===== src/rtl/rmq_pkg.sv =====
// ----------------------------------------------------------------------------
// rmq_pkg
// Shared constants for the rotation matrix to quaternion pipeline.
// ----------------------------------------------------------------------------
package rmq_pkg;

  // Default sample width (Q2.14 at 16 bits).
  localparam int unsigned RMQ_DATA_WIDTH = 16;

  // Number of components that are formed by a division.
  localparam int unsigned NUM_LANES = 3;

  // Which component is taken directly from the root.
  localparam logic [1:0] SEL_TRACE = 2'd0;
  localparam logic [1:0] SEL_X     = 2'd1;
  localparam logic [1:0] SEL_Y     = 2'd2;
  localparam logic [1:0] SEL_Z     = 2'd3;

endpackage


===== src/rtl/rmq_div.sv =====
// ----------------------------------------------------------------------------
// rmq_div
// Three-lane pipelined divider: round(num * 2^(F-1) / q) with halves away
// from zero, saturated to the signed sample range. One quotient bit a stage.
// ----------------------------------------------------------------------------
module rmq_div
  import rmq_pkg::*;
#(
  parameter int unsigned W     = 16,
  parameter int unsigned TAG_W = 1
) (
  input  logic               clk_i,
  input  logic               rst_ni,
  input  logic               en_i,
  input  logic               valid_i,
  input  logic [W-1:0]       q_i,
  input  logic signed [W:0]  num_i [NUM_LANES],
  input  logic [TAG_W-1:0]   tag_i,
  output logic               valid_o,
  output logic signed [W-1:0] quo_o [NUM_LANES],
  output logic [TAG_W-1:0]   tag_o
);

  localparam logic [W-1:0] POS_MAX = {1'b0, {(W-1){1'b1}}};
  localparam logic [W-1:0] NEG_MIN = {1'b1, {(W-1){1'b0}}};

  // Entry stage: magnitude, scaled dividend with the rounding term.
  logic             vld0_q;
  logic [W-1:0]     q0_q;
  logic [TAG_W-1:0] tag0_q;
  logic [2*W-2:0]   dvd0_q [NUM_LANES];
  logic             neg0_q [NUM_LANES];

  for (genvar l = 0; l < NUM_LANES; l++) begin : g_entry
    logic         neg;
    logic [W:0]   mag;
    logic [2*W-2:0] dvd;
    assign neg = num_i[l][W];
    assign mag = neg ? (W+1)'(-num_i[l]) : num_i[l];
    assign dvd = {1'b0, mag, {(W-3){1'b0}}} + (2*W-1)'(q_i[W-1:1]);

    always_ff @(posedge clk_i) begin
      if (en_i) begin
        dvd0_q[l] <= dvd;
        neg0_q[l] <= neg;
      end
    end
  end

  always_ff @(posedge clk_i or negedge rst_ni) begin
    if (!rst_ni) begin
      vld0_q <= 1'b0;
    end else if (en_i) begin
      vld0_q <= valid_i;
    end
  end

  always_ff @(posedge clk_i) begin
    if (en_i) begin
      q0_q   <= q_i;
      tag0_q <= tag_i;
    end
  end

  // Restoring stages.
  logic             vld_q [W];
  logic [W-1:0]     q_q   [W];
  logic [TAG_W-1:0] tag_q [W];
  logic [W-1:0]     rem_q  [W][NUM_LANES];
  logic [W-1:0]     quo_q  [W][NUM_LANES];
  logic [W-1:0]     low_q  [W][NUM_LANES];
  logic             over_q [W][NUM_LANES];
  logic             neg_q  [W][NUM_LANES];

  for (genvar s = 0; s < W; s++) begin : g_stage
    logic             vin;
    logic [W-1:0]     qin;
    logic [TAG_W-1:0] tag_in;

    if (s == 0) begin : g_first_ctl
      assign vin    = vld0_q;
      assign qin    = q0_q;
      assign tag_in = tag0_q;
    end else begin : g_next_ctl
      assign vin    = vld_q[s-1];
      assign qin    = q_q[s-1];
      assign tag_in = tag_q[s-1];
    end

    always_ff @(posedge clk_i or negedge rst_ni) begin
      if (!rst_ni) begin
        vld_q[s] <= 1'b0;
      end else if (en_i) begin
        vld_q[s] <= vin;
      end
    end

    always_ff @(posedge clk_i) begin
      if (en_i) begin
        q_q[s]   <= qin;
        tag_q[s] <= tag_in;
      end
    end

    for (genvar l = 0; l < NUM_LANES; l++) begin : g_lane
      logic [W-1:0] rem_in;
      logic [W-1:0] quo_in;
      logic [W-1:0] low_in;
      logic         over_in;
      logic         neg_in;
      logic [W:0]   cur;
      logic [W:0]   diff;
      logic         ge;

      if (s == 0) begin : g_first
        // A quotient of 2^W or more saturates in any case.
        assign rem_in  = {1'b0, dvd0_q[l][2*W-2:W]};
        assign quo_in  = '0;
        assign low_in  = dvd0_q[l][W-1:0];
        assign over_in = ({1'b0, dvd0_q[l][2*W-2:W]} >= q0_q);
        assign neg_in  = neg0_q[l];
      end else begin : g_next
        assign rem_in  = rem_q[s-1][l];
        assign quo_in  = quo_q[s-1][l];
        assign low_in  = low_q[s-1][l];
        assign over_in = over_q[s-1][l];
        assign neg_in  = neg_q[s-1][l];
      end

      assign cur  = {rem_in, low_in[W-1]};
      assign ge   = (cur >= {1'b0, qin});
      assign diff = cur - {1'b0, qin};

      always_ff @(posedge clk_i) begin
        if (en_i) begin
          rem_q[s][l]  <= ge ? diff[W-1:0] : cur[W-1:0];
          quo_q[s][l]  <= {quo_in[W-2:0], ge};
          low_q[s][l]  <= {low_in[W-2:0], 1'b0};
          over_q[s][l] <= over_in;
          neg_q[s][l]  <= neg_in;
        end
      end
    end
  end

  for (genvar l = 0; l < NUM_LANES; l++) begin : g_sat
    logic [W-1:0] mag;
    logic         big;
    assign mag = quo_q[W-1][l];
    assign big = over_q[W-1][l] | mag[W-1];
    always_comb begin
      if (neg_q[W-1][l]) begin
        quo_o[l] = big ? NEG_MIN : W'(-mag);
      end else begin
        quo_o[l] = big ? POS_MAX : mag;
      end
    end
  end

  assign valid_o = vld_q[W-1];
  assign tag_o   = tag_q[W-1];

endmodule


===== config.mk =====
export PLATFORM = sky130hd
export DESIGN_NAME = rmq_div
export DESIGN_NICKNAME = d
export VERILOG_FILES = /design/src/rtl/rmq_pkg.sv /design/src/rtl/rmq_div.sv
export SDC_FILE = /design/constraint.sdc
export NUM_CORES = 2
export LEC_CHECK = 0
export BUFFER_PORTS_ARGS = -buffer_cell sky130_fd_sc_hd__clkbuf_2
export CAP_MARGIN = 20
export CORE_ASPECT_RATIO = 1.2
export CORE_MARGIN = 1
export CORE_UTILIZATION = 55
export DETAILED_ROUTE_END_ITERATION = 6
export PLACE_DENSITY_LB_ADDON = 0.25
export RECOVER_POWER = 25
export SLEW_MARGIN = 20
export SYNTH_ARGS = -nofsm -noshare
export SYNTH_HDL_FRONTEND = slang
export SYNTH_SLANG_ARGS = --single-unit

===== constraint.sdc =====
create_clock -name clk_i -period 3.15 [get_ports clk_i]
set_clock_uncertainty 0.15 [all_clocks]
set_input_delay 0.63 -clock clk_i [delete_from_list [all_inputs] [get_ports clk_i]]
set_output_delay 0.63 -clock clk_i [all_outputs]
set_load 0.02 [all_outputs]

==> summary.txt <==
Levels on crit path: 6
R2R setup slack: -0.08 ns
critical-path cell list: or2_4, or3_4, or4_4, o31ai_4, xor2_2, buf_6
synthesized area: 93,600 sq um
total number of vias: 71,800
unrepaired setup endpoints after global routing: true
nature of the critical path startpoint: flip-flop
largest cells by area after synthesis: edfxtp_1 (50%), ha_1 (11%), mux2_2 (5.6%), xnor2_1 (3.4%), a21oi_1 (2.9%)
RR Startpoint: q_q[6][26]$_DFFE_PP_
clk slew on worst S/H paths: 0.06 ns
area leader, netlist: edfxtp_1
Post-Route WL: 282,000 microns
clock root buffer: clkbuf_16
Storage cell area: 47,400 sq um
Max Cap Viol: 1
Num CTS Buffers: 164
Post-Syn Area per Cell: 11.6 sq um
CTS tree: done
Avg Vias per Cell: 5.94
Tot GR Track Use: 31.2%
Netlist cell types: 85
Crit path largest cell delay: 0.52 ns
peak supply drop: 757 uV
Post-synth ARST share: 1.08%
Yosys Warn Count: 0
Finished Cell Area: 120,000 sq um
vias in the first global route: 70,600
port buffer count: 121
initial DRC count: 5,150
Yosys reg bits: 1,580
non-filler instance count after layout: 12,100
Post-synth EDFFs: 1,563
Required @ worst endpoint: 2.37 ns
ys flop type: edfxtp_1
largest net degree at the start of global routing: 106
# placed instances: 11,500
Multi-input gate area: 48,600 sq um
Pleak: 48.2 nW
Synth top area share: 50.2%
Seq/Total Area, Yosys: 50.6%
most frequent cells in the layout: edfxtp_1 (1,563), buf_4 (1,217), ha_1 (679), nor2_1 (588), a21oi_1 (466)
filler cell count: 11,800
master of the slowest instance on the critical path: edfxtp_1
Worst Setup SP: quo_q[15][15]$_DFFE_PP_
Critical R2R Capture: rem_q[1][327]$_DFFE_PP_
r2r worst-path depth: 12
Final Setup Violations: 85
Layout Nets: 10,600
DP Wirelength: 209,000 microns
max_slew headroom: -24.3%
remaining global-route overflow: 0
H-tree levels: 4
crit path DAT: 3.13 ns
Die Area: 172,000 sq um
clk buf depth: 3
worst setup margin: -0.757 ns
Chip Width: 379 microns
drt pass-1 iters: 6
Die Height: 454 microns
outcome: finished with violations
clock period minus worst slack: 3.91 ns
Mapped Cells: 8,055
Final Max Slew Viols: 43
CTS sink cnt: 1,580
Peak Freq: 0.256 GHz
failing checks: capacitance limit, slew limit, setup timing
GP Congestion: 0.954
Final Cycle Share: 124%
placed inst area: 107,000 sq um
Top Ports: 122
final hold vios: 0
commonest non-fill, non-tap cell in the layout: edfxtp_1
crit end category: primary output
Power Density: 1010 nW/um^2
Area growth syn-to-layout: 28.4%
CP top delay family: simple AND/OR/NAND/NOR gates
antenna-violating nets left: 0
crit path kind: reg -> out
Rows: 165
core area: 169,000 sq um
Remaining DRCs: 0
first-pass GRT wire length: 405,000 microns
worst hold path type: in -> reg
Clock Latency Late Sink: 0.85 ns
Max FO, Critical Path: 2
crit path buf inv count: 1
Wirelength per Cell: 23.3 microns
layout cell share with drive strength beyond 1: 31.0%
crit path to: quo_o[13]
slew at the pin closest to its max-slew limit: 1.86 ns
antenna violations before repair: 7
Initial Utilization: 55.5%
==> final cells by class <==
class	count	share of cell area (%)
diodes	3	0.00625
clock buffers	189	3.49
multi-input cells	5855	40.5
inverters	508	1.62
well taps	2254	2.35
flip-flops and latches	1580	39.4
clock inverters	103	0.987
repair buffers	1587	11.7
==> state kept, by name, indices dropped and copies added, names as in the netlist, 48 cells and up <==
| register | count |
|---|---|
| dvd0_q | 54 |
| q_q | 240 |
| rem_q | 720 |
| quo_q | 408 |
| neg_q | 48 |
| over_q | 48 |
==> power by group <==
group / leakage, nW / internal (W) / switching (W)
Clock: 2.58 / 0.0109 / 0.00854
Combinational: 30.2 / 0.0333 / 0.0316
Sequential: 15.4 / 0.0322 / 0.00453
==> Yosys cell counts (18+ instances only) <==
cell type	instances
o21bai_1	40
o31a_1	64
mux2i_1	78
a21oi_1	543
nand2b_1	94
o21a_1	159
clkbuf_1	83
inv_1	508
fa_1	48
nor3_1	235
xnor2_1	363
mux2_2	463
o21ai_0	417
nand3_1	148
nor2b_1	134
xor2_1	219
a21boi_0	20
o2111ai_1	29
or4_1	29
a41oi_1	20
and2_1	22
nor2_1	624
nand2_1	385
nor4_1	30
a31oi_1	73
edfxtp_1	1563
buf_2	18
ha_1	799
a21o_1	143
nand4_1	115
o41ai_1	46
or3_1	77
a211oi_1	58
or2_2	36
o31ai_1	76
o311ai_0	26
==> how the worst min path moves through the flow <==
stage                     slack [ns]              startpoint  depth (start not counted)                          to
after floorplan                 0.18                  rst_ni                          0  g_stage[0].vin$_DFFE_PN0P_
after global placement          0.25   tag_q[0][0]$_DFFE_PP_                          0       tag_q[0][1]$_DFFE_PP_
after detailed placement        0.25  neg_q[11][1]$_DFFE_PP_                          0      neg_q[12][1]$_DFFE_PP_
after CTS                       0.04               num_i[22]                          3     dvd0_q[0][49]$_DFFE_PP_
after global routing            0.09               num_i[22]                          3     dvd0_q[0][49]$_DFFE_PP_
final                           0.09               num_i[28]                          3     dvd0_q[0][55]$_DFFE_PP_
==> cell families (layout without fill, tap and decap cells) <==
| family | after synthesis | count (layout) | synth area share (%) |
|---|---|---|---|
| AND/OR/NAND/NOR | 2010 | 2010 | 10.4 |
| XOR/XNOR | 582 | 582 | 5.45 |
| AO/OA/AOI/OAI | 1872 | 1872 | 12.8 |
| multiplexers | 541 | 541 | 6.41 |
| buffers and inverters | 622 | 2387 | 2.54 |
| adder cells (fa/ha/maj) | 847 | 847 | 11.7 |
| flip-flops | 1580 | 1580 | 50.6 |
| other | 1 | 6 | 0.00401 |
==> through the flow <==
stage               hold slack [ns]  total power [W]  utilization (%)  worst slack, ns  setup TNS, ns
floorplan                     0.184           0.0713                -           -0.192          -1.11
global placement              0.250           0.0909             63.2           -0.337          -9.02
detailed placement            0.255           0.0922             63.2           -0.350         -24.90
CTS                          0.0351            0.114             68.0           -0.791         -18.11
global route                 0.0876            0.127             71.2           -0.860         -41.69
finish                       0.0864            0.121             71.2           -0.757         -18.54
==> routing by layer <==
metal | track usage, % | vias up | routed length, microns
li1 | - | 33800 | -
met1 | 34.2 | 35000 | 104000
met2 | 55.4 | 2191 | 142000
met3 | 4.51 | 820 | 13800
met4 | 21.8 | 2 | 21900
met5 | 0 | - | 20
==> worst register-to-register path, stage by stage, from the launching register on <==
cell and delay [ns]:
edfxtp_1 0.39, clkinvlp_4 0.25, buf_6 0.22, ha_4 0.27
nand3_2 0.06, nor2_1 0.10, buf_4 0.14, nand4_1 0.24
or3_4 0.47, nand2_2 0.09, o32ai_4 0.09, buf_6 0.18
mux2_4 0.32
==> timing repair <==
item / CTS / global route
hold buffers: 22 / 0
endpoints found under the hold margin: 36 / 0
gates resized for setup: 355 / 811
pin swaps: 101 / 298
gates cloned: 9 / 29
buffers inserted: 84 / 208
setup endpoints to repair: 476 / 682
Power figures use the tool's default switching activity.
