--- src/rtl/rmq_sqrt.sv ---
// ----------------------------------------------------------------------------
// rmq_sqrt
// Pipelined integer square root, one result bit per stage, with a tag that
// travels alongside each item.
// ----------------------------------------------------------------------------
module rmq_sqrt #(
  parameter int unsigned W     = 16,
  parameter int unsigned TAG_W = 1
) (
  input  logic             clk_i,
  input  logic             rst_ni,
  input  logic             en_i,
  input  logic             valid_i,
  input  logic [2*W-1:0]   rad_i,
  input  logic [TAG_W-1:0] tag_i,
  output logic             valid_o,
  output logic [W-1:0]     root_o,
  output logic [TAG_W-1:0] tag_o
);

  logic             vld_q  [W];
  logic [W-1:0]     rem_q  [W];
  logic [W-1:0]     root_q [W];
  logic [2*W-1:0]   rad_q  [W];
  logic [TAG_W-1:0] tag_q  [W];

  for (genvar s = 0; s < W; s++) begin : g_stage
    logic             vin;
    logic [W-1:0]     rem_in;
    logic [W-1:0]     root_in;
    logic [2*W-1:0]   rad_in;
    logic [TAG_W-1:0] tag_in;
    logic [W+1:0]     cur;
    logic [W+1:0]     trial;
    logic [W+1:0]     rem_nx;
    logic             ge;

    if (s == 0) begin : g_first
      assign vin     = valid_i;
      assign rem_in  = '0;
      assign root_in = '0;
      assign rad_in  = rad_i;
      assign tag_in  = tag_i;
    end else begin : g_next
      assign vin     = vld_q[s-1];
      assign rem_in  = rem_q[s-1];
      assign root_in = root_q[s-1];
      assign rad_in  = rad_q[s-1];
      assign tag_in  = tag_q[s-1];
    end

    // Bring down the next two radicand bits and try 4*root + 1.
    assign cur    = {rem_in, rad_in[2*W-1 -: 2]};
    assign trial  = {root_in, 2'b01};
    assign ge     = (cur >= trial);
    assign rem_nx = ge ? (cur - trial) : cur;

    always_ff @(posedge clk_i or negedge rst_ni) begin
      if (!rst_ni) begin
        vld_q[s] <= 1'b0;
      end else if (en_i) begin
        vld_q[s] <= vin;
      end
    end

    always_ff @(posedge clk_i) begin
      if (en_i) begin
        rem_q[s]  <= rem_nx[W-1:0];
        root_q[s] <= {root_in[W-2:0], ge};
        rad_q[s]  <= {rad_in[2*W-3:0], 2'b00};
        tag_q[s]  <= tag_in;
      end
    end
  end

  assign valid_o = vld_q[W-1];
  assign root_o  = root_q[W-1];
  assign tag_o   = tag_q[W-1];

endmodule

--- config.mk ---
export PLATFORM = sky130hd
export DESIGN_NAME = rmq_sqrt
export DESIGN_NICKNAME = d
export VERILOG_FILES = /design/src/rtl/rmq_sqrt.sv
export SDC_FILE = /design/constraint.sdc
export NUM_CORES = 1
export LEC_CHECK = 0
export ABC_AREA = 1
export BUFFER_PORTS_ARGS = -buffer_cell sky130_fd_sc_hd__buf_2
export CAP_MARGIN = 20
export CORE_MARGIN = 5
export CORE_UTILIZATION = 40
export CTS_CLUSTER_DIAMETER = 80
export DETAILED_ROUTE_END_ITERATION = 16
export PLACE_DENSITY = 0.57
export SLEW_MARGIN = 10
export SYNTH_ARGS = -nofsm -noshare
export SYNTH_HDL_FRONTEND = slang
export SYNTH_SLANG_ARGS = --single-unit
--- constraint.sdc ---
create_clock -name clk_i -period 2.6 [get_ports clk_i]
set_clock_uncertainty 0.2 [all_clocks]
set_input_delay 0.26 -clock clk_i [delete_from_list [all_inputs] [get_ports clk_i]]
set_output_delay 0.26 -clock clk_i [all_outputs]
set_load 0.01 [all_outputs]
==> reports/metrics.yaml, run 1 <==
dieArea_sq_um: 86600
clock_latency_ns: 0.60
leakage_nw: 17.0
port_buffers: 54
synth-edff-count: 616
multi_input_comb_area_sq_um: 10900
finish.net_count: 3760
drt_pre_antenna_iters: 7
fin_tns_setup_ns: 0
cp_max_fo: 15
ctsLongestPathBuffers: 3
worst-setup-path-type: "flip-flop to flip-flop"
detail_route.iter0.violations: 1432
global_route_wire_length_before_repair_microns: 110000
setup_repair_after_global_routing_missed_its_margin: "no"
finalSetupViolations: 0
vdd_drop_max_mv: 0.498
synth.avg_cell_area_sq_um: 9.60
start_util_pct: 40.3
power_switching_share_pct: 28.0
hp-class: "primary input to flip-flop"
avgRoutedWirePerCell_microns: 14.3
antenna-diode-count: 0
grt_antenna_before_repair: 0
yosysSeqAreaShare_pct: 58.5
layout_worst_path_cycle_share_pct: 94.4
drive_gt1_share_pct: 9.29
final_util_pct: 46.2
core-area_sq_um: 80300
cp.arrival_ns: 2.58
preCtsSetupSlack_ns: 0.111
yosys_register_bits: 632
synth.net_count: 3555
power.total_mw: 27.9
power.share.clock_pct: 34.8
worstSetupStartpointType: "flip-flop"
hold-worst-slack_ns: 0.156
final_period_minus_worst_setup_slack_ns: 2.45
cts_resized: 0
clock-sinks: 632
regArea_sq_um: 18900
power.density_nw_per_um2: 753
comb_power_share_pct: 18.4
cts_tree: "done"
synth.most_common_cell: "sky130_fd_sc_hd__nand2_1"
cts_buffers: 71
gpl.final_weighted_congestion: 0.862
syn_area_sq_um: 32300
synth_ff_type: "sky130_fd_sc_hd__edfxtp_1"
cts.htree.levels: 3
pin_count_of_the_biggest_net_entering_global_routing: 88
post-synth-top-area-cell: "sky130_fd_sc_hd__edfxtp_1"
critical_path_required_ns: 2.73
final-hold-violation-count: 0
net-switching-power_mw: 7.83
relSlewSlack_pct: 51.5
ys_top_cells_by_area: "sky130_fd_sc_hd__edfxtp_1 57%, sky130_fd_sc_hd__nand2_1 12%, sky130_fd_sc_hd__inv_1 6.9%"
first_global_vias: 21200
route.antenna.remaining_nets: 0
worst_pin_slew_ns: 0.726
synth.top_cell.area_share_pct: 57.2
yosys_warnings: 0
worst_slack_setup_final_ns: 0.146
clock_root_buffer: "sky130_fd_sc_hd__clkbuf_16"
power.sequential.fraction_pct: 46.8
critical_path.endpoint_type: "flip-flop"
drt-total-wl_microns: 67000
grt_overflow: 0
design.portCount: 55
globalRouteTotalUtil_pct: 15.5
dpl.hpwl_microns: 50900
clock_slew_at_reported_path_ffs_ns: 0.06
run_status: "complete, no violations"
postSynth.asyncResetShare_pct: 2.53
core.rowCount: 104
p_int_mw: 20.1
detailroute.via_count: 21800
number_of_vias_per_cell: 4.66
post-route-drc-count: 0
clock.fmax_mhz: 408
drv_cap: 0
fp.dieH_microns: 294
synth_cell_types: 50
synthTopCellsByCount: "1074 x sky130_fd_sc_hd__nand2_1, 616 x sky130_fd_sc_hd__edfxtp_1, 596 x sky130_fd_sc_hd__inv_1"
filler_cell_count: 7525
die_width_microns: 294
postSynthCellCount: 3366
timing_max_transition_violations_final: 0
layout-area-overhead-vs-synth_pct: 14.7
-- final timing paths --
kind | to | start | slack (ns) | depth (start not counted)
worst max-delay path | rem_q[1][89]$_DFFE_PP_ | root_q[6][0]$_DFFE_PP_ | 0.15 | 11
worst min-delay path | rad_q[0][28]$_DFFE_PP_ | rad_i[28] | 0.16 | 2
worst max register to register | rem_q[1][89]$_DFFE_PP_ | root_q[6][0]$_DFFE_PP_ | 0.15 | 11
worst min register to register | rad_q[0][165]$_DFFE_PP_ | rad_q[0][133]$_DFFE_PP_ | 0.21 | 0
max in group asynchronous | g_stage[7].vin$_DFFE_PN0P_ | rst_ni | 1.14 | 3
min in group asynchronous | g_stage[13].vin$_DFFE_PN0P_ | rst_ni | 0.60 | 3
-- power groups by stage --
stage / combinational, mW / sequential, mW / clock [mW]
floorplan: 3.66 / 13.0 / 0
global placement: 5.02 / 13.3 / 0
detailed placement: 5.03 / 13.3 / 0
CTS: 5.11 / 13.1 / 10.1
global route: 5.89 / 13.2 / 10.5
finish: 5.13 / 13.1 / 9.72
-- registers in the layout (all words and copies together), names as in the netlist --
register	cells
tag_q	16
g_stage.vin	15
rem_q	224
valid_o	1
rad_q	240
root_q	136
-- kinds of logic after synthesis --
logic type,synth area share [%]
and+or+nand+nor,21.7
AOI/OAI and AO/OA,3.97
DFF,58.5
buffers and inverters,7.87
xor gates and xnor gates,2.09
adders and majority gates,5.88
other,0.0116
-- repair_timing --
item	CTS	global route
hold endpoints to repair	85	0
setup endpoints to repair	0	16
setup buffers	0	3
hold buffers	38	0
-- routing by layer --
metal	share of wire [%]	wire length [microns]	global-route usage [%]	vias to the layer above
li1	-	-	-	11400
met5	0	0	0	-
met4	2.5	1690	4.72	0
met3	4.5	3000	2.32	99
met1	47	31500	21.7	9956
met2	46	30800	25.4	413
-- worst max-delay path, cell delays in order (launching register included) --
cell and delay [ns]:
sky130_fd_sc_hd__edfxtp_1 0.38, sky130_fd_sc_hd__inv_1 0.06, sky130_fd_sc_hd__ha_1 0.36, sky130_fd_sc_hd__nand2_1 0.19, sky130_fd_sc_hd__nor2_1 0.17, sky130_fd_sc_hd__nand3_1 0.17
sky130_fd_sc_hd__nand3_2 0.14, sky130_fd_sc_hd__nand2_2 0.07, sky130_fd_sc_hd__nand2_4 0.08, sky130_fd_sc_hd__inv_2 0.15, sky130_fd_sc_hd__nand2_1 0.10, sky130_fd_sc_hd__nand2_1 0.11
-- cell usage in the layout (no fill, tap or decap), types with 4 or more instances in the layout --
| master | n |
|---|---|
| sky130_fd_sc_hd__buf_12 | 18 |
| sky130_fd_sc_hd__buf_2 | 53 |
| sky130_fd_sc_hd__dlygate4sd3_1 | 38 |
| sky130_fd_sc_hd__a21oi_2 | 25 |
| sky130_fd_sc_hd__and3_1 | 4 |
| sky130_fd_sc_hd__dfrtp_1 | 16 |
| sky130_fd_sc_hd__clkinv_1 | 16 |
| sky130_fd_sc_hd__nor2_2 | 12 |
| sky130_fd_sc_hd__edfxtp_1 | 616 |
| sky130_fd_sc_hd__o21bai_1 | 7 |
| sky130_fd_sc_hd__clkbuf_1 | 11 |
| sky130_fd_sc_hd__nor3_1 | 20 |
| sky130_fd_sc_hd__o21ai_0 | 57 |
| sky130_fd_sc_hd__inv_2 | 9 |
| sky130_fd_sc_hd__or2_2 | 5 |
| sky130_fd_sc_hd__o21ai_2 | 11 |
| sky130_fd_sc_hd__clkinv_2 | 14 |
| sky130_fd_sc_hd__xnor2_1 | 23 |
| sky130_fd_sc_hd__nand2_2 | 20 |
| sky130_fd_sc_hd__nand3_2 | 7 |
| sky130_fd_sc_hd__nand4_1 | 43 |
| sky130_fd_sc_hd__nand3_1 | 192 |
| sky130_fd_sc_hd__nand3b_1 | 24 |
| sky130_fd_sc_hd__buf_4 | 49 |
| sky130_fd_sc_hd__xor2_1 | 54 |
| sky130_fd_sc_hd__nor2_4 | 5 |
| sky130_fd_sc_hd__clkbuf_16 | 72 |
| sky130_fd_sc_hd__bufinv_16 | 6 |
| sky130_fd_sc_hd__and2_1 | 10 |
| sky130_fd_sc_hd__o21ai_1 | 11 |
| sky130_fd_sc_hd__nand2_1 | 1074 |
| sky130_fd_sc_hd__nor2_1 | 216 |
| sky130_fd_sc_hd__ha_1 | 152 |
| sky130_fd_sc_hd__nand2_4 | 11 |
| sky130_fd_sc_hd__inv_1 | 596 |
| sky130_fd_sc_hd__a21oi_1 | 94 |
-- final cells by class --
class	instances	area share (%)
inverter	609	6.19
tap	1060	3.58
timing repair buffer	159	3.75
multi-input combinational	2098	29.3
sequential	632	51.0
clock inverter	45	1.18
clock buffer	83	4.97
-- through the flow --
stage,cell area (sq um),cells
after floorplan,32300,3366
after global placement,34400,4517
after detailed placement,34400,4517
after CTS,37000,4683
after global routing,37100,4686
final,37100,4686
No activity file was read; power rests on OpenSTA's default activity.
==> inputs of run 2 (changes only) <==
--- a/config.mk
+++ b/config.mk
@@ -12,7 +12,7 @@
 export CORE_UTILIZATION = 40
 export CTS_CLUSTER_DIAMETER = 80
 export DETAILED_ROUTE_END_ITERATION = 16
-export PLACE_DENSITY = 0.57
+export PLACE_DENSITY = 0.59
 export SLEW_MARGIN = 10
 export SYNTH_ARGS = -nofsm -noshare
 export SYNTH_HDL_FRONTEND = slang
==> constraint.sdc (replaced) <==
create_clock -name clk_i -period 2.14 [get_ports clk_i]
set_clock_uncertainty 0.2 [all_clocks]
set_input_delay 0.214 -clock clk_i [delete_from_list [all_inputs] [get_ports clk_i]]
set_output_delay 0.214 -clock clk_i [all_outputs]
set_load 0.01 [all_outputs]
==> run 2 against run 1 <==
  * Final area is 21% higher
  * The flow now finishes with violations (negative setup slack)
  * Critical path depth is 3 lower
  * Largest power group unchanged
  * Core utilization is 9.5 points higher
  * Sequential cell count stayed put
  * Critical path type unchanged
==> reports/metrics.yaml, run 2 (synthesized netlist as in run 1, its figures left out) <==
globalRouteTotalUtil_pct: 16.1  # was 15.5%
drt_pre_antenna_iters: 5  # was 7
preCtsSetupSlack_ns: -0.116  # was 0.111 ns
grt_antenna_before_repair: 0  # unchanged
fp.dieH_microns: 294  # unchanged
cts_tree: "done"  # unchanged
grt_overflow: 0  # unchanged
failed_checks: "negative setup slack"
route.antenna.remaining_nets: 0  # unchanged
drv_cap: 0  # unchanged
cp_max_fo: 7  # was 15
final_common_cell: "sky130_fd_sc_hd__nand2_1"  # unchanged
gpl.final_weighted_congestion: 0.876  # was 0.862
layout_worst_path_cycle_share_pct: 105  # was 94.4%
largest_reg_flops: 240  # unchanged
detail_route.iter0.violations: 1530  # was 1432
start_util_pct: 40.3  # unchanged
antenna-diode-count: 0  # unchanged
cp.arrival_ns: 2.42  # was 2.58 ns
clock_latency_ns: 0.62  # was 0.60 ns
met2_length_microns: 36200  # was 30800 microns
worst_slack_setup_final_ns: -0.0967  # was 0.146 ns
timing_max_transition_violations_final: 0  # unchanged
final_util_pct: 55.7  # was 46.2%
final-hold-violation-count: 0  # unchanged
leakage_nw: 20.0  # was 17.0 nW
drive_gt1_share_pct: 35.3  # was 9.29%
count_of_cells_along_the_worst_register_to_register_path: 8  # was 11
run_status: "finished, violations left"  # was complete, no violations
first_global_vias: 22800  # was 21200
worstSetupStartpointType: "flip-flop"  # unchanged
number_of_vias_per_cell: 4.68  # was 4.66
power.density_nw_per_um2: 854  # was 753 nW/um^2
critical_path_required_ns: 2.32  # was 2.73 ns
route.met3.wl_microns: 3590  # was 3000 microns
worst_pin_slew_ns: 0.717  # was 0.726 ns
clock.fmax_mhz: 447  # was 408 MHz
vdd_drop_max_mv: 0.704  # was 0.498 mV
clock_slew_at_reported_path_ffs_ns: 0.06  # about the same
hp-class: "primary input to flip-flop"  # unchanged
dpl.hpwl_microns: 52300  # was 50900 microns
drt-total-wl_microns: 75900  # was 67000 microns
finalSetupViolations: 53  # was 0
cts.htree.levels: 3  # unchanged
port_buffers: 54  # unchanged
finish.cell_count_without_fillers: 5212  # was 4686
detailroute.via_count: 24400  # was 21800
post-route-drc-count: 0  # unchanged
worst_hold_path.num_cells: 2  # unchanged
critical_path.endpoint_type: "flip-flop"  # unchanged
final_period_minus_worst_setup_slack_ns: 2.24  # was 2.45 ns
post-place-cells: 4866  # was 4517
global_route_wire_length_before_repair_microns: 115000  # was 110000 microns
pin_count_of_the_biggest_net_entering_global_routing: 77  # was 88
worst-setup-path-type: "flip-flop to flip-flop"  # unchanged
finish.net_count: 4283  # was 3760
ctsLongestPathBuffers: 3  # unchanged
core-area_sq_um: 80300  # unchanged
layout.cells.most_common_list: "828 x sky130_fd_sc_hd__nand2_1, 616 x sky130_fd_sc_hd__edfxtp_1, 528 x sky130_fd_sc_hd__buf_4"  # was 1074 x sky130_fd_sc_hd__nand2_1, 616 x sky130_fd_sc_hd__edfxtp_1, 596 x sky130_fd_sc_hd__inv_1
avgRoutedWirePerCell_microns: 14.6  # was 14.3 microns
met1_length_microns: 34500  # was 31500 microns
cts_buffers: 72  # was 71
route.top_layer_used: "met4"  # unchanged
design.portCount: 55  # unchanged
clock-sinks: 632  # unchanged
registers_with_the_most_flip_flops: "rad_q x240, rem_q x224, root_q x136"  # unchanged
core.rowCount: 104  # unchanged
layout-area-overhead-vs-synth_pct: 38.3  # was 14.7%
clock_root_buffer: "sky130_fd_sc_hd__clkbuf_16"  # unchanged
relSlewSlack_pct: 52.1  # was 51.5%
setup_repair_after_global_routing_missed_its_margin: "yes"  # was no
die_width_microns: 294  # unchanged
largest_register: "rad_q"  # unchanged
dieArea_sq_um: 86600  # unchanged
run 2: changes by cell type in the layout (fill, tap and decap cells not counted), moves of 84 or more:
cell / delta
sky130_fd_sc_hd__buf_4: +479
sky130_fd_sc_hd__nand2_1: -246
sky130_fd_sc_hd__nand2_2: +179
sky130_fd_sc_hd__ha_1: -96
sky130_fd_sc_hd__inv_1: -96
sky130_fd_sc_hd__ha_4: +91
sky130_fd_sc_hd__inv_2: +84
run 2: where the power goes:
group	leakage, nW	total (mW)	internal, mW	switching, mW
logic	12.7	9.73	4.48	5.26
registers	6.11	16.0	15.2	0.776
clock network	1.16	12.5	7.36	5.11
total	20.0	38.2	27.0	11.1
run 2: worst paths after layout:
path	slack (ns)	end	startpoint
max	-0.1	rem_q[1][105]$_DFFE_PP_	rem_q[1][92]$_DFFE_PP_
min	0.11	rad_q[0][20]$_DFFE_PP_	rad_i[20]
max reg2reg	-0.1	rem_q[1][105]$_DFFE_PP_	rem_q[1][92]$_DFFE_PP_
min reg2reg	0.20	rad_q[0][235]$_DFFE_PP_	rad_q[0][203]$_DFFE_PP_
max in group asynchronous	0.78	g_stage[7].vin$_DFFE_PN0P_	rst_ni
min in group asynchronous	0.50	g_stage[1].vin$_DFFE_PN0P_	rst_ni
run 2: critical path: stages (launching register included):
cell                        delay, ns
sky130_fd_sc_hd__edfxtp_1        0.44
sky130_fd_sc_hd__ha_4            0.32
sky130_fd_sc_hd__nand4_1         0.22
sky130_fd_sc_hd__a21oi_2         0.27
sky130_fd_sc_hd__nor2_4          0.06
sky130_fd_sc_hd__buf_12          0.16
sky130_fd_sc_hd__clkbuf_16       0.17
sky130_fd_sc_hd__nand3_2         0.09
sky130_fd_sc_hd__nand2_1         0.05
run 2: layout make-up:
cell class | instances | area, sq um
clock buffer | 89 | 1900
clock inverter | 43 | 520
fill | 6789 | 35600
inverter | 609 | 2390
multi-input combinational | 2104 | 14100
sequential | 632 | 18900
tap | 1060 | 1330
timing repair buffer | 669 | 5500
timing repair inverter | 6 | 53.8
run 2: metal layers:
| layer | vias to the layer above | global-route usage, % |
|---|---|---|
| met3 | 113 | 2.70 |
| met5 | - | 0 |
| li1 | 12400 | - |
| met4 | 0 | 4.55 |
| met1 | 11400 | 22.3 |
| met2 | 433 | 26.5 |
run 2: through the flow:
step / power [mW] / instance area [sq um] / setup TNS, ns / hold WS, ns
CTS: 36.5 / 40700 / 0 / 0.0567
global route: 40.2 / 44700 / -9.13 / 0.0812
finish: 38.2 / 44700 / -1.78 / 0.106
global placement: 23.3 / 37000 / -5.68 / -0.0517
detailed placement: 23.4 / 37000 / -6.87 / -0.0521
floorplan: 20.3 / 32300 / 0 / -0.282
run 2: timing repair:
item	in CTS	in global routing
buffers inserted	39	122
hold endpoints to repair	264	0
setup endpoints to repair	161	213
gates cloned	3	16
hold buffers	38	0
resized for setup	108	723
pin swaps	25	265
==> inputs of run 3 (changes only) <==
--- a/config.mk
+++ b/config.mk
@@ -10,10 +10,10 @@
 export CAP_MARGIN = 20
 export CORE_MARGIN = 5
 export CORE_UTILIZATION = 40
+export CTS_BUF_LIST = sky130_fd_sc_hd__clkbuf_8
 export CTS_CLUSTER_DIAMETER = 80
 export DETAILED_ROUTE_END_ITERATION = 16
 export PLACE_DENSITY = 0.59
-export SLEW_MARGIN = 10
 export SYNTH_ARGS = -nofsm -noshare
 export SYNTH_HDL_FRONTEND = slang
 export SYNTH_SLANG_ARGS = --single-unit
==> run 3 against run 2 <==
  * Sequential share of layout area is 0.55 points higher
  * Core utilization decreased by 0.72 points
  * The flow still finishes with violations (negative setup slack)
  * Critical path depth up 2
  * Maximum frequency increased by 1.4%
  * Power shrank 7.1%
  * Via count grew 0.46%
==> reports/metrics.yaml, run 3 (synthesized netlist as in run 1, its figures left out) <==
clock_latency_ns: 0.73  # was 0.62 ns
cts_tree: "done"  # unchanged
dieArea_sq_um: 86600  # unchanged
post-place-cells: 4866  # unchanged
run_status: "finished, violations left"  # unchanged
worst-setup-path-type: "flip-flop to flip-flop"  # unchanged
finalSetupViolations: 20  # was 53
largest_reg_flops: 240  # unchanged
number_of_vias_per_cell: 4.64  # was 4.68
ctsLongestPathBuffers: 3  # unchanged
worst_pin_slew_ns: 0.730  # was 0.717 ns
critical_path.endpoint_type: "flip-flop"  # unchanged
clock_root_buffer: "sky130_fd_sc_hd__clkbuf_8"  # was sky130_fd_sc_hd__clkbuf_16
cp.arrival_ns: 2.47  # was 2.42 ns
globalRouteTotalUtil_pct: 16.3  # was 16.1%
grt_antenna_before_repair: 1  # was 0
port_buffers: 54  # unchanged
grt_overflow: 0  # unchanged
core.rowCount: 104  # unchanged
largest_register: "rad_q"  # unchanged
min_from: "rad_i[24]"  # was rad_i[20]
detail_route.iter0.violations: 1501  # was 1530
detailroute.via_count: 24500  # was 24400
start_util_pct: 40.3  # unchanged
failed_checks: "negative setup slack"  # unchanged
first_global_vias: 23200  # was 22800
critical_path_required_ns: 2.41  # was 2.32 ns
dpl.hpwl_microns: 52300  # unchanged
layout.cells.most_common_list: "842 x sky130_fd_sc_hd__nand2_1, 616 x sky130_fd_sc_hd__edfxtp_1, 543 x sky130_fd_sc_hd__inv_1"  # was 828 x sky130_fd_sc_hd__nand2_1, 616 x sky130_fd_sc_hd__edfxtp_1, 528 x sky130_fd_sc_hd__buf_4
power.total_mw: 35.4  # was 38.2 mW
avgRoutedWirePerCell_microns: 14.3  # was 14.6 microns
timing_max_transition_violations_final: 0  # unchanged
core-area_sq_um: 80300  # unchanged
cp_max_fo: 7  # unchanged
drv_cap: 0  # unchanged
layout-area-overhead-vs-synth_pct: 36.5  # was 38.3%
drt-total-wl_microns: 75400  # was 75900 microns
clock-sinks: 632  # unchanged
crit_path_max_incr_delay_ns: 0.43  # was 0.44 ns
design.portCount: 55  # unchanged
final-hold-violation-count: 0  # unchanged
setup_repair_after_global_routing_missed_its_margin: "yes"  # unchanged
die_width_microns: 294  # unchanged
final_period_minus_worst_setup_slack_ns: 2.20  # was 2.24 ns
final_common_cell: "sky130_fd_sc_hd__nand2_1"  # unchanged
drive_gt1_share_pct: 34.1  # was 35.3%
leakage_nw: 19.8  # was 20.0 nW
finalInstanceArea_sq_um: 44100  # was 44700 sq um
placed_area_sq_um: 37000  # unchanged
finish.cell_count_without_fillers: 5286  # was 5212
finish.net_count: 4335  # was 4283
drt_pre_antenna_iters: 5  # unchanged
fp.dieH_microns: 294  # unchanged
vdd_drop_max_mv: 0.606  # was 0.704 mV
worst_hold_path.num_cells: 2  # unchanged
cts_buffers: 104  # was 72
relSlewSlack_pct: 51.2  # was 52.1%
registers_with_the_most_flip_flops: "rad_q x240, rem_q x224, root_q x136"  # unchanged
critical_path.slowest_cell: "sky130_fd_sc_hd__edfxtp_1"  # unchanged
count_of_cells_along_the_worst_register_to_register_path: 10  # was 8
route.antenna.remaining_nets: 0  # unchanged
final_util_pct: 54.9  # was 55.7%
layout_worst_path_cycle_share_pct: 103  # was 105%
pin_count_of_the_biggest_net_entering_global_routing: 77  # unchanged
clock_slew_at_reported_path_ffs_ns: 0.06  # about the same
cp_cell_sequence: "ha_4 -> nand2_4 -> nor2_2 -> inv_1 -> nor3_2 -> nand2_4 -> nand2_8 -> clkinv_8 -> nand2_1 -> nand2_1"  # was ha_4 -> nand4_1 -> a21oi_2 -> nor2_4 -> buf_12 -> clkbuf_16 -> nand3_2 -> nand2_1
preCtsSetupSlack_ns: -0.116  # unchanged
clock.fmax_mhz: 454  # was 447 MHz
timing.rr.start: "rem_q[1][59]$_DFFE_PP_"  # was rem_q[1][92]$_DFFE_PP_
post-route-drc-count: 0  # unchanged
worst_slack_setup_final_ns: -0.0649  # was -0.0967 ns
gpl.final_weighted_congestion: 0.876  # unchanged
cts.htree.levels: 3  # unchanged
fin_tns_setup_ns: -0.572  # was -1.78 ns
global_route_wire_length_before_repair_microns: 116000  # was 115000 microns
hp-class: "primary input to flip-flop"  # unchanged
hold-worst-slack_ns: 0.0587  # was 0.106 ns
crit_path_start: "rem_q[1][59]$_DFFE_PP_"  # was rem_q[1][92]$_DFFE_PP_
power.density_nw_per_um2: 803  # was 854 nW/um^2
worstSetupStartpointType: "flip-flop"  # unchanged
-- run 3: path summary, 6_finish.rpt --
check                                        endpoint  slack [ns]
setup / recovery               rem_q[1][72]$_DFFE_PP_       -0.06
hold / removal                 rad_q[0][24]$_DFFE_PP_        0.06
setup reg to reg               rem_q[1][72]$_DFFE_PP_       -0.06
hold reg to reg               rad_q[0][104]$_DFFE_PP_        0.20
max in group asynchronous  g_stage[2].vin$_DFFE_PN0P_        0.84
min in group asynchronous         valid_o$_DFFE_PN0P_        0.42
-- run 3: what timing repair did --
| item | CTS | global route |
|---|---|---|
| setup buffers | 43 | 110 |
| gates cloned | 3 | 11 |
| endpoints found under the setup margin | 146 | 212 |
| resized for setup | 107 | 643 |
| pin swaps | 25 | 214 |
| hold buffers | 70 | 0 |
| hold endpoints to repair | 484 | 0 |
-- run 3: final cells by class --
type	count	area (sq um)
sequential	632	18900
tap	1060	1330
timing repair inverter	3	30.0
fill	6898	36200
clock inverter	81	517
timing repair buffer	693	5700
antenna	1	2.50
clock buffer	104	1430
inverter	609	2360
multi-input combinational	2103	13800
-- run 3: critical path: cells and delay by family (launching register included) --
family	cells	cell delay [ns]
buffers and inverters	2	0.18
adder cells (fa/ha/maj)	1	0.31
AND/OR/NAND/NOR	7	0.82
flip-flops	1	0.43
-- run 3: layer usage --
| metal | vias to the layer above | global-route usage [%] | wire length, microns |
|---|---|---|---|
| li1 | 12500 | - | - |
| met5 | - | 0 | 0 |
| met4 | 0 | 4.87 | 1630 |
| met1 | 11400 | 22.3 | 34300 |
| met3 | 109 | 2.76 | 3740 |
| met2 | 497 | 26.7 | 35800 |
-- run 3: where the power goes --
group	total [mW]	switching (mW)	internal [mW]
registers	16.0	0.780	15.2
logic	9.53	5.11	4.42
clock network	9.94	4.95	4.99
